**src/rtl/sfla_pkg.sv**
```systemverilog
package sfla_pkg;

    localparam int POOL_BYTES_DEF  = 32768;
    localparam int ALIGN_BYTES_DEF = 8;
    localparam int CLASS_COUNT_DEF = 6;

    localparam int MIN_BLOCK   = 8;
    localparam int LINK_DEPTH  = 4096;
    localparam int LINK_AW     = 12;
    localparam int LINK_LSB    = 3;
    localparam int TOP_W       = 17;

    localparam logic [15:0] EMPTY_MARK = 16'hFFFF;

    typedef enum logic
    {
        CMD_ALLOC = 1'b0,
        CMD_FREE  = 1'b1
    } cmd_t;

    typedef enum logic [1:0]
    {
        STS_OK        = 2'd0,
        STS_TRUNCATED = 2'd1,
        STS_EXHAUSTED = 2'd2,
        STS_FREE_IGN  = 2'd3
    } status_t;

    typedef struct packed
    {
        cmd_t        cmd;
        logic [15:0] string_length;
        logic [15:0] free_offset;
        logic [2:0]  free_class;
    } req_t;

    typedef struct packed
    {
        logic [15:0] block_offset;
        logic [2:0]  block_class;
        status_t     status;
    } rsp_t;

    typedef struct packed
    {
        logic load;
        logic commit;
    } ctrl_cmd_t;

    function automatic logic [TOP_W-1:0] class_size(input logic [2:0] cls);
        class_size = TOP_W'(MIN_BLOCK) << cls;
    endfunction

endpackage

```
**src/rtl/sfla_ctrl.sv**
```systemverilog
module sfla_ctrl
    import sfla_pkg::*;
(
    input  logic      clk,
    input  logic      rst_n,
    input  logic      req_valid,
    output logic      req_ready,
    output logic      rsp_valid,
    input  logic      rsp_ready,
    output ctrl_cmd_t ctrl
);

    typedef enum logic [1:0]
    {
        ST_IDLE = 2'b01,
        ST_EXEC = 2'b10
    } state_t;

    state_t state_reg;
    state_t state_next;
    logic   rsp_valid_reg;
    logic   rsp_valid_next;

    assign req_ready   = (state_reg == ST_IDLE);
    assign ctrl.load   = req_valid && req_ready;
    assign ctrl.commit = (state_reg == ST_EXEC) && (!rsp_valid_reg || rsp_ready);
    assign rsp_valid   = rsp_valid_reg;

    always_comb
    begin
        state_next = state_reg;
        unique case (state_reg)
            ST_IDLE:
            begin
                if (ctrl.load)
                begin
                    state_next = ST_EXEC;
                end
            end
            ST_EXEC:
            begin
                if (ctrl.commit)
                begin
                    state_next = ST_IDLE;
                end
            end
            default:
            begin
                state_next = ST_IDLE;
            end
        endcase
    end

    always_comb
    begin
        rsp_valid_next = rsp_valid_reg;
        if (ctrl.commit)
        begin
            rsp_valid_next = 1'b1;
        end
        else if (rsp_ready)
        begin
            rsp_valid_next = 1'b0;
        end
    end

    always_ff @(posedge clk or negedge rst_n)
    begin
        if (!rst_n)
        begin
            state_reg     <= ST_IDLE;
            rsp_valid_reg <= 1'b0;
        end
        else
        begin
            state_reg     <= state_next;
            rsp_valid_reg <= rsp_valid_next;
        end
    end

endmodule

```
**config.mk**
```make
export PLATFORM = sky130hd
export DESIGN_NAME = sfla_ctrl
export DESIGN_NICKNAME = d
export VERILOG_FILES = /design/src/rtl/sfla_pkg.sv /design/src/rtl/sfla_ctrl.sv
export SDC_FILE = /design/constraint.sdc
export NUM_CORES = 1
export LEC_CHECK = 0
export BUFFER_PORTS_ARGS = -buffer_cell sky130_fd_sc_hd__clkbuf_2
export CAP_MARGIN = 20
export CORE_AREA = 2 2 39 41
export CTS_CLUSTER_SIZE = 30
export DETAILED_ROUTE_END_ITERATION = 10
export DIE_AREA = 0 0 41 43
export GPL_TIMING_DRIVEN = 0
export PLACE_DENSITY = 0.3
export SYNTH_ARGS = -nofsm -noshare
export SYNTH_HDL_FRONTEND = slang
export SYNTH_SLANG_ARGS = --single-unit
```
**constraint.sdc**
```tcl
create_clock -name clk -period 1.16 [get_ports clk]
set_input_delay 0.232 -clock clk [delete_from_list [all_inputs] [get_ports clk]]
set_output_delay 0.232 -clock clk [all_outputs]
set_load 0.03 [all_outputs]
```
==> impl_metrics.ini <==
[floorplanning]
start_util_pct = 9.95
die_area_um2 = 1760
placeableCoreArea_um2 = 1380
fp.dieH_um = 43
io-pin-count = 8
die_width_um = 41
rows = 14

[layout]
multi_input_area_um2 = 66.3
fin_area_um2 = 283
register_area_um2 = 76.3
largest_register_ffs = 2
fill_cells = 167
final_cells = 42
antennaDiodeCount = 0
synthToLayoutAreaGrowth_pct = 105
num-nets-final = 31
layout-drive-gt1-share_pct = 65.4

[sta]
finalSetupViolCount = 3
fmax_ghz = 0.750
finalHoldViolCount = 0
tns_ps = -473
relSlewSlack_pct = 88.9
period_share_pct = 115
tightest_slew_ps = 166
timing.final.ws_setup_ps = -173
final_max_slew_viol_count = 0
finClkSkew_ps = 0.600
layout_min_cycle_time_ps = 1330
rsz0062_at_grt = true

[synth]
synth-edff-count = 0
synthTopCellsByArea = dfrtp_1, dfstp_2, nand2b_1
yosys.area.top_type_share_pct = 36.4
synth.distinct_cells = 9
ys_seq_area_share_pct = 55.5
synthFlopType = dfrtp_1
synthArstFlopShare_pct = 100
yosys.area.top_type = dfrtp_1
synthTopCellsByCount = dfrtp_1, nand2b_1, nor2b_1
synth-seq-cells = 3
ys_warn_count = 0
syn_inst = 12
syn-cell-area_um2 = 138
syn-num-nets = 16
syn_area_per_cell_um2 = 11.5

[critical_path]
worstSetupPathType = register to output pin
path_max_fanout = 3
crit_path_end_kind = output pin
cp_slowest_cell = dfstp_2
cp_data_arrival_time_ps = 1100
cp.required_ps = 930
path_cells = and3b_1 > clkbuf_8
slowest_delay_ps = 520
cp-start-kind = register

[clock_tree]
htreeDepth = 1
cts_tree = built
clk_latency_ps = 230
cts-root-buf = clkbuf_4
clock_sinks = 3
clockBufferDepth = 2
cts_made_buffers = 3
clk_pin_slew_ps = 40

[power]
power_density_nw_per_um2 = 1550
power_leakage_nw = 0.142
total_power_mw = 0.439
irDropWorstVdd_v = 0.000368

[global_routing]
grt_use_total_pct = 4.92
grt_pass1_wl_um = 503
antenna_found_initial = 0
grt_pass1_vias = 151
grt_max_degree = 5
overflow = 0

[placed_design]
dpl_worst_slack_ps = -102
numPortBuffers = 7
hpwl_um = 256
placed_cell_area_um2 = 195
gp_congestion = 0.575
dp_cells = 35

[run_status]
violations = setup timing
status = complete, but fails checks

[run]
drv_cap = 0

[route]
drt-vias-per-instance = 3.07
firstDrtPassIters = 1
drc = 0
num_vias = 129
antenna_left = 0
wl_um = 327
wl_per_cell_um = 7.79
drt_iter0_drc = 0

[worst_hold_path]
hold_path_class = input pin to register
[area by class of cell]
class,count,share of cell area (%)
tap,16,7.08
multi-input combinational,8,23.5
sequential,3,27.0
clock buffer,4,9.29
timing repair buffer,11,33.2
[timing repair]
action	in CTS	in global routing
resized for setup	8	0
hold endpoints to repair	3	0
setup buffers	1	2
endpoints found under the setup margin	3	3
hold buffers	1	0
[where the power goes]
group	switching [mW]	internal, mW	leakage, nW
Clock	0.0521	0.129	0.0150
Combinational	0.0619	0.0652	0.0900
Sequential	0.0103	0.121	0.0367
[worst paths after layout]
check | start | to | slack, ps | depth (start not counted)
max | state_reg[0] | ctrl[1] | -170 | 2
min | req_valid | state_reg[0] | 160 | 2
max reg2reg | state_reg[0] | state_reg[0] | 90 | 4
min reg2reg | rsp_valid | rsp_valid | 510 | 2
max in group asynchronous | rst_n | state_reg[0] | 630 | 2
min in group asynchronous | rst_n | rsp_valid | 330 | 2
[metrics by stage]
step | hold WS [ps] | util [%]
3_3_place_gp | 31.3 | 14.1
2_1_floorplan | -63.6 | -
3_5_place_dp | 32.4 | 14.1
6_report | 157 | 20.4
5_1_grt | 161 | 20.4
4_1_cts | 149 | 19.3
[per-layer routing]
layer  global-route usage (%)  part of all wire [%]
met3                     1.57                   8.9
met5                        0                     0
met4                     8.00                     0
met2                     7.50                    60
met1                     3.23                    31
[kinds of logic (layout without fill, tap and decap cells)]
family / after synthesis / count (layout) / share of synthesized area (%)
compound gates: 2 / 2 / 11.8
buf+inv: 1 / 15 / 5.46
flops: 3 / 3 / 55.5
simple gates: 6 / 6 / 27.3
[worst max-delay path: cells and delay by family (launching register included)]
kind / cells / cell delay [ps]
buffers and inverters: 1 / 160
flip-flops: 1 / 520
AND/OR/NAND/NOR: 1 / 180
[cell usage in the layout (no fill, tap or decap)]
cell type      netlist  layout
clkbuf_2             0       4
clkbuf_4             0       3
clkbuf_8             0       3
buf_4                1       3
nor2b_2              0       2
dfrtp_1              2       2
nand2b_4             0       1
nand2b_1             2       1
and3b_1              1       1
o21bai_1             1       1
a2bb2oi_1            1       1
nand2_1              1       1
clkbuf_1             0       1
dlygate4sd3_1        0       1
dfstp_2              1       1
No activity file was read; power rests on OpenSTA's default activity.
